[src/rtl/rrbb_pkg.sv]
// Package for the rotated rectangle bounding box block.
// Holds shared widths, angle constants, the quadrant code and the sine/cosine table builder.
`timescale 1ns / 1ps
package rrbb_pkg;

	localparam int TRIG_BITS_DEF       = 16;
	localparam int COORD_FRAC_BITS_DEF = 4;

	localparam int CTR_W   = 16;
	localparam int TEX_W   = 10;
	localparam int SCALE_W = 8;
	localparam int ANG_W   = 13;
	localparam int OUT_W   = 24;

	localparam logic [SCALE_W-1:0] SCALE_RESET = 8'd16;

	// angle units are 1/16 degree
	localparam logic [ANG_W-1:0] FULL_TURN    = 13'd5760;
	localparam logic [ANG_W-1:0] HALF_TURN    = 13'd2880;
	localparam logic [ANG_W-1:0] QUARTER_TURN = 13'd1440;
	localparam logic [ANG_W-1:0] THREE_QUARTER_TURN = 13'd4320;
	localparam int OCT_MAX = 720;
	localparam int OCT_W   = 10;
	localparam int REM_W   = 11;

	localparam logic [63:0] PI_Q30 = 64'd3373259426;

	typedef enum logic [1:0] {
		QUAD_0 = 2'd0,
		QUAD_1 = 2'd1,
		QUAD_2 = 2'd2,
		QUAD_3 = 2'd3
	} quadrant_t;

	// each entry packs sine in [63:32] and cosine in [31:0], Q(tb) unsigned
	typedef logic [63:0] trig_rom_t [0:OCT_MAX];

	// Taylor series in Q30 over the first octant, rounded half up to tb bits
	function automatic trig_rom_t build_trig_rom(input int tb);
		trig_rom_t rom;
		logic [63:0] one;
		logic [63:0] half;
		logic [63:0] x;
		logic [63:0] x2;
		logic [63:0] t;
		logic [63:0] s;
		logic [63:0] c;
		one  = 64'd1 << 30;
		half = 64'd1 << (29 - tb);
		for (int r = 0; r <= OCT_MAX; r++) begin
			x  = (64'(r) * PI_Q30 + 64'd1440) / 64'd2880;
			x2 = (x * x) >> 30;
			// sine
			t = one - x2 / 64'd72;
			t = one - ((x2 * t) >> 30) / 64'd42;
			t = one - ((x2 * t) >> 30) / 64'd20;
			t = one - ((x2 * t) >> 30) / 64'd6;
			s = (((x * t) >> 30) + half) >> (30 - tb);
			// cosine
			t = one - x2 / 64'd90;
			t = one - ((x2 * t) >> 30) / 64'd56;
			t = one - ((x2 * t) >> 30) / 64'd30;
			t = one - ((x2 * t) >> 30) / 64'd12;
			t = one - ((x2 * t) >> 30) / 64'd2;
			c = (t + half) >> (30 - tb);
			rom[r] = {s[31:0], c[31:0]};
		end
		return rom;
	endfunction

endpackage

[src/rtl/rrbb_corner_cell.sv]
// One corner cell: rotates one rectangle corner, rounds it onto the grid and
// folds it into the running min/max passed along the cell row. Depends on rrbb_pkg.
`timescale 1ns / 1ps
module rrbb_corner_cell #(
	parameter int PW    = 37,
	parameter int RW    = 44,
	parameter int SH    = 21,
	parameter int FRAC  = 4,
	parameter bit NEG_X = 1'b0,
	parameter bit NEG_Y = 1'b0,
	parameter bit FIRST = 1'b0
) (
	input  logic                              clk,
	input  logic                              en,
	input  logic signed [PW-1:0]              wc_i,
	input  logic signed [PW-1:0]              hs_i,
	input  logic signed [PW-1:0]              ws_i,
	input  logic signed [PW-1:0]              hc_i,
	input  logic signed [rrbb_pkg::CTR_W-1:0] cx_i,
	input  logic signed [rrbb_pkg::CTR_W-1:0] cy_i,
	input  logic signed [RW-1:0]              mnx_i,
	input  logic signed [RW-1:0]              mny_i,
	input  logic signed [RW-1:0]              mxx_i,
	input  logic signed [RW-1:0]              mxy_i,
	output logic signed [PW-1:0]              wc_o,
	output logic signed [PW-1:0]              hs_o,
	output logic signed [PW-1:0]              ws_o,
	output logic signed [PW-1:0]              hc_o,
	output logic signed [rrbb_pkg::CTR_W-1:0] cx_o,
	output logic signed [rrbb_pkg::CTR_W-1:0] cy_o,
	output logic signed [RW-1:0]              mnx_o,
	output logic signed [RW-1:0]              mny_o,
	output logic signed [RW-1:0]              mxx_o,
	output logic signed [RW-1:0]              mxy_o
);
	import rrbb_pkg::*;

	logic signed [PW:0]   wc_e, hs_e, ws_e, hc_e;
	logic signed [PW:0]   vx, vy;
	logic signed [RW-1:0] px, py, rx, ry;

	// corner rotation, grid scaling and round half up
	always_comb begin
		wc_e = (PW+1)'(wc_i);
		hs_e = (PW+1)'(hs_i);
		ws_e = (PW+1)'(ws_i);
		hc_e = (PW+1)'(hc_i);
		vx   = (NEG_X ? -wc_e : wc_e) - (NEG_Y ? -hs_e : hs_e);
		vy   = (NEG_X ? -ws_e : ws_e) + (NEG_Y ? -hc_e : hc_e);
		px   = (RW'(vx) <<< FRAC) + (RW'(1) <<< (SH - 1));
		py   = (RW'(vy) <<< FRAC) + (RW'(1) <<< (SH - 1));
		rx   = (px >>> SH) + RW'(cx_i);
		ry   = (py >>> SH) + RW'(cy_i);
	end

	// hand products, centre and running extremes to the next cell
	always_ff @(posedge clk) begin
		if (en) begin
			wc_o  <= wc_i;
			hs_o  <= hs_i;
			ws_o  <= ws_i;
			hc_o  <= hc_i;
			cx_o  <= cx_i;
			cy_o  <= cy_i;
			mnx_o <= (FIRST || rx < mnx_i) ? rx : mnx_i;
			mny_o <= (FIRST || ry < mny_i) ? ry : mny_i;
			mxx_o <= (FIRST || rx > mxx_i) ? rx : mxx_i;
			mxy_o <= (FIRST || ry > mxy_i) ? ry : mxy_i;
		end
	end

endmodule
[config.mk]
export PLATFORM = sky130hd
export DESIGN_NAME = rrbb_corner_cell
export DESIGN_NICKNAME = d
export VERILOG_FILES = /design/src/rtl/rrbb_pkg.sv /design/src/rtl/rrbb_corner_cell.sv
export SDC_FILE = /design/constraint.sdc
export NUM_CORES = 1
export LEC_CHECK = 0
export ABC_AREA = 1
export BUFFER_PORTS_ARGS = -buffer_cell sky130_fd_sc_hd__buf_4
export CAP_MARGIN = 20
export CORE_MARGIN = 1
export CORE_UTILIZATION = 30
export DETAILED_ROUTE_END_ITERATION = 12
export MAX_ROUTING_LAYER = met4
export SYNTH_ARGS = -nofsm -noshare
export SYNTH_HDL_FRONTEND = slang
export SYNTH_SLANG_ARGS = --single-unit
[constraint.sdc]
create_clock -name clk -period 20.8 [get_ports clk]
set_input_delay 4.16 -clock clk [delete_from_list [all_inputs] [get_ports clk]]
set_output_delay 4.16 -clock clk [all_outputs]
set_load 0.01 [all_outputs]
After elaboration in Yosys (flattened, before gate mapping)
Index checks and enable logic that the tools add are counted.
{ "totals": {"mem_bits_ro": 0, "ramBits": 0, "output_inout_bits": 356, "inputBits": 358, "mem_count": 0, "latch_bits": 0, "register_bits": 356} }
{ "op_classes": {"add_sub_neg": 6, "muxes": 4, "shift": 0, "mul": 0, "bitwise_logic": 0, "n_reduce_logical": 0, "eq_ne": 0, "div_mod_pow": 0, "n_lt_le_gt_ge": 4} }
{ "op_table": {"columns": ["operator", "count"], "rows": [
  ["44-bit 2-to-1 mux", 4],
  ["23-bit by 44-bit greater-than comparator with 1-bit output", 2],
  ["23-bit by 44-bit < comparator with 1-bit output", 2],
  ["42-bit by 22-bit adder with 43-bit output, second input constant", 2],
  ["22-bit by 16-bit adder with 23-bit output", 2],
  ["37-bit by 37-bit adder with 38-bit output", 1],
  ["37-bit by 37-bit subtractor with 38-bit output", 1]
]} }

Longest topological paths before layout
{ "logic_depth": {"word_depth": 5, "ltp_mapped": 49, "mapped_depth_nobuf": 47} }

Worst setup path after synthesis
Ideal clock, no wire load.
{ "synth_path": {"path_kind": "input-to-reg", "start": "input ws_i[1]", "end": "register mxy_o[33] (data pin)", "t_arrival_ps": 9511, "stages": 40, "setup_slack_ps": 11033, "required_time_ps": 20544, "path_cell_list": "ha_1 -> nand3_1 -> nand2_1 -> nand3_1 -> nand2_1 -> nand2_1 -> nand2_1 -> nand2_1 -> nand2_1 -> xnor2_1 -> inv_1 -> ha_1 -> nand2_1 -> nor2_2 -> nand3_2 -> nor2_4 -> nand2_1 -> nand2_1 -> (+4 left out) -> inv_1 -> nor4_1 -> nand3_1 -> nand3_1 -> xor2_1 -> inv_1 -> ha_1 -> nand2_1 -> nor2_1 -> nand2_1 -> nor4_2 -> nand4_1 -> nand4_2 -> nand3_2 -> buf_4 -> buf_4 -> nand2_1 -> nand2_1"} }
{ "synth_via": {"elab_chain_len": 5} }
{ "synth_rtl": {"columns": ["item", "line", "source"], "rows": [
  ["from (decl)", "rrbb_corner_cell.sv:17", "input logic signed [PW-1:0] ws_i,"],
  ["37-bit by 37-bit adder with 38-bit output *", "rrbb_corner_cell.sv:49", "vy = (NEG_X ? -ws_e : ws_e) + (NEG_Y ? -hc_e : hc_e);"],
  ["42-bit by 22-bit adder with 43-bit output *", "rrbb_corner_cell.sv:51", "py = (RW'(vy) <<< FRAC) + (RW'(1) <<< (SH - 1));"],
  ["22-bit by 16-bit adder with 23-bit output *", "rrbb_corner_cell.sv:53", "ry = (py >>> SH) + RW'(cy_i);"],
  ["23-bit by 44-bit greater-than comparator with 1-bit output", "rrbb_corner_cell.sv:68", "mxy_o <= (FIRST || ry > mxy_i) ? ry : mxy_i;"],
  ["44-bit 2-to-1 mux *", "rrbb_corner_cell.sv:68", null],
  ["to (signal assigned)", "rrbb_corner_cell.sv:68", null],
  ["to (decl)", "rrbb_corner_cell.sv:34", "output logic signed [RW-1:0] mxy_o"]
]} }
Mark *: on every way between the ends. The rest lies on a longest branch, timed or not.
A chain may end at the register's enable or synchronous reset.

Worst setup path in the final report
{ "layout_path": {"start": "input wc_i[12]", "end": "register mxx_o[29] (data pin)"} }
{ "layout_via": {"elab_chain_len": 5} }
{ "layout_rtl": {"columns": ["item", "line", "source"], "rows": [
  ["from (decl)", "rrbb_corner_cell.sv:15", "input logic signed [PW-1:0] wc_i,"],
  ["37-bit by 37-bit subtractor with 38-bit output *", "rrbb_corner_cell.sv:48", "vx = (NEG_X ? -wc_e : wc_e) - (NEG_Y ? -hs_e : hs_e);"],
  ["42-bit by 22-bit adder with 43-bit output *", "rrbb_corner_cell.sv:50", "px = (RW'(vx) <<< FRAC) + (RW'(1) <<< (SH - 1));"],
  ["22-bit by 16-bit adder with 23-bit output *", "rrbb_corner_cell.sv:52", "rx = (px >>> SH) + RW'(cx_i);"],
  ["23-bit by 44-bit greater-than comparator with 1-bit output", "rrbb_corner_cell.sv:67", "mxx_o <= (FIRST || rx > mxx_i) ? rx : mxx_i;"],
  ["44-bit 2-to-1 mux *", "rrbb_corner_cell.sv:67", null],
  ["to (signal assigned)", "rrbb_corner_cell.sv:67", null],
  ["to (decl)", "rrbb_corner_cell.sv:33", "output logic signed [RW-1:0] mxx_o,"]
]} }
Marked as above.

==> impl_results.md <==
- Global route total overflow: 0
- Post-CTS sizing: 0
- Clock sink total: ~360
- # DRC: 0
- Via density: 4.701
- CORE AREA: 86890 um^2
- HP Class: in2reg
- Number of synthesized flops with an enable pin: between 300 and 400
- Worst vdd ir: 0.06854 mV
- Commonest non-fill, non-tap cell in the layout: nand2_1
- CP max stage delay: slightly below 900 ps
- Highest-delay cell along the critical path: nand4_1
- Die ar.: ~89000 um^2
- Slew at the pin with the worst max-slew slack: between 1000 and 1500 ps
- GP Congestion: ~0.95
- Most used DFF post-synth: edfxtp_1
- Initial antenna violation count: 7
- Crit path time final: roughly 11000 ps
- Hold Crit Start: hs_i[12]
- Period utilization: 54.89%
- Non-Filler Cell Area, Final: 34460 um^2
- DR WL/cell: around 17 um
- Total track usage: 20.48%
- Drt pass-1 iters: 5
- Core Rows: around 110
- Commonest cells after routing, fill and taps aside: nand2_1 (1011), buf_4 (729), inv_1 (584)
- H-tree Lvls: 2
- P per Cell Area: ~110 nW/um^2
- Setup TNS: 0 ps
- Vias in the first global route: between 20000 and 25000
- Area growth syn-to-layout: 30.90%
- Status: finished, final reports clean
- Crit path max fanout: 46
- Clk root buf: clkbuf_16
- CTS tree: yes
- Top cell type's share of synthesized area: 40.60%
- CP Capture Type: register
- Fmax: just under 90 MHz
- PortBufs: around 710
- Die Ht: approximately 300 um
- WP data required: approximately 21000 ps
- Dpl ws: about 8900 ps
- Global-route wire length before repair: approximately 140000 um
- Hold_buf cts: 0
- Layout Nets: about 4700
- Pins Over Slew Limit: 0
- Syn nets: roughly 4000
- Mapped Avg Cell Area: roughly 7.9 um^2
- Antenna-violating nets left: 0
- Top cells by area, synth: edfxtp_1 (41%), nand2_1 (14%), ha_1 (14%), inv_1 (8.3%), nand3_1 (3.8%)
- Dpl hpwl: between 70000 and 80000 um
- CP endpoint: mxx_o[29]$_DFFE_PP_
- Library cells used by synthesis: 50
- CP startpoint: wc_i[12]
- Ys Warns: 0
- DR vias: roughly 25000
- Cell Area, Placed: about 33000 um^2
- Final hold vios: 0
- #FFs+latches synth: between 300 and 400
- 1st-iter DRT viols: ~1600
- Longest Clk Path Bufs: 3
- Most used cell, CP: nand2_1
- Synth area leader: edfxtp_1
- Number of setup buffers added after CTS: 0
- Max Cap Violations: 0
- Proportion of layout cells with a drive suffix above 1: a little over a fifth
- Post-synth ARST share: 0%
- Setup CP Type: in2reg
- Synth Cell Area: ~26000 um^2
- Register area share after synthesis: 40.60%
- Synth Instances: around 3300
- Slew headroom: between 30% and 40%
- Data arrival, critical path: ~12000 ps
- Initial Util: between 30% and 40%
- Die width: slightly below 300 um
- CTS buffer count: 43
- Fin worst setup slack: ~9400 ps
- # setup viols final: 0
- Largest net degree at the start of global routing: 115
- I/O pins: between 700 and 800
- Final WL: around 91000 um
- LEAKAGE: 17.51 nW
- Worst-path clk slew: around 60 ps
- Critical path launch point type: input pin
- RSZ-0062 raised after global routing: no
layer usage:
metal	track usage [%]	share of wire [%]
met5	-	0
met4	7.546	3.6
met3	3.515	6.2
met2	33.79	47
met1	24.98	43
through the flow:
| step | hold slack [ps] | utilization (%) | total power (W) | std cells |
|---|---|---|---|---|
| global placement | 4347 | 38.06 | 0.003167 | 5161 |
| floorplan | 4259 | - | 0.002385 | 3318 |
| finish | 3775 | 39.66 | 0.003943 | 5244 |
| CTS | 3732 | 39.62 | 0.003964 | 5238 |
| global route | 3738 | 39.66 | 0.004242 | 5244 |
| detailed placement | 4349 | 38.06 | 0.003196 | 5161 |
registers in the layout, summed over array words and instances (netlist names):
| register | count |
|---|---|
| mny_o | 44 |
| mxy_o | 44 |
| ws_o | 37 |
| wc_o | 37 |
| mxx_o | 44 |
| hc_o | 37 |
| cx_o | 16 |
| cy_o | 16 |
| hs_o | 37 |
| mnx_o | 44 |
synth_stat cells, drive strengths merged, types with 5 or more instances:
cell type and instances:
nor4 11, edfxtp 356, a21oi 194, inv 589
o21ai 125, nand4 68, nand2 1031, clkbuf 18
buf 24, a31oi 6, o31ai 5, ha 296
o21bai 19, xor2 49, nand3b 11, o21a 12
o211ai 6, a21o 7, nor3 31, xnor2 22
nand3 210, nor2 202
layout make-up:
| class | instances | area [um^2] |
|---|---|---|
| Multi-Input combinational cell | 2328 | 13220 |
| Clock buffer | 54 | 1117 |
| Tap cell | 1155 | 1445 |
| Antenna cell | 5 | 12.51 |
| Sequential cell | 356 | 10690 |
| Inverter | 592 | 2222 |
| Clock inverter | 23 | 244.0 |
| Fill cell | 8973 | 52430 |
| Timing Repair Buffer | 731 | 5508 |
report_power, final:
| group | total [W] | leakage, nW | internal (W) | switching, W |
|---|---|---|---|---|
| clock | 0.000754 | 0.652 | 0.000441 | 0.000312 |
| sequential | 0.00118 | 3.48 | 0.00111 | 0.0000703 |
| combinational | 0.00201 | 13.4 | 0.000765 | 0.00124 |
| total | 0.00394 | 17.5 | 0.00232 | 0.00162 |
worst min path at each step:
| stage | cells after the start | slack [ps] | end |
|---|---|---|---|
| floorplan | 0 | 4260 | cx_o[0]$_DFFE_PP_ |
| global placement | 1 | 4350 | hs_o[24]$_DFFE_PP_ |
| detailed placement | 1 | 4350 | hs_o[7]$_DFFE_PP_ |
| CTS | 1 | 3730 | hs_o[12]$_DFFE_PP_ |
| global route | 1 | 3740 | ws_o[10]$_DFFE_PP_ |
| finish | 1 | 3780 | hs_o[12]$_DFFE_PP_ |
cell families after synthesis:
logic type / share of synthesized area (%)
AO/OA/AOI/OAI: 8.065
XOR/XNOR: 2.390
adder cells (fa/ha/maj): 14.22
buffers and inverters: 9.182
flip-flops: 40.60
AND/OR/NAND/NOR: 25.54
critical path: cells and delay by family:
kind	cells	cell delay (ps)
xor gates and xnor gates	2	310
adders and majority gates	4	1360
buffers and inverters	6	1030
and+or+nand+nor	25	4900
Note: power is estimated with default switching activity, not from simulation.
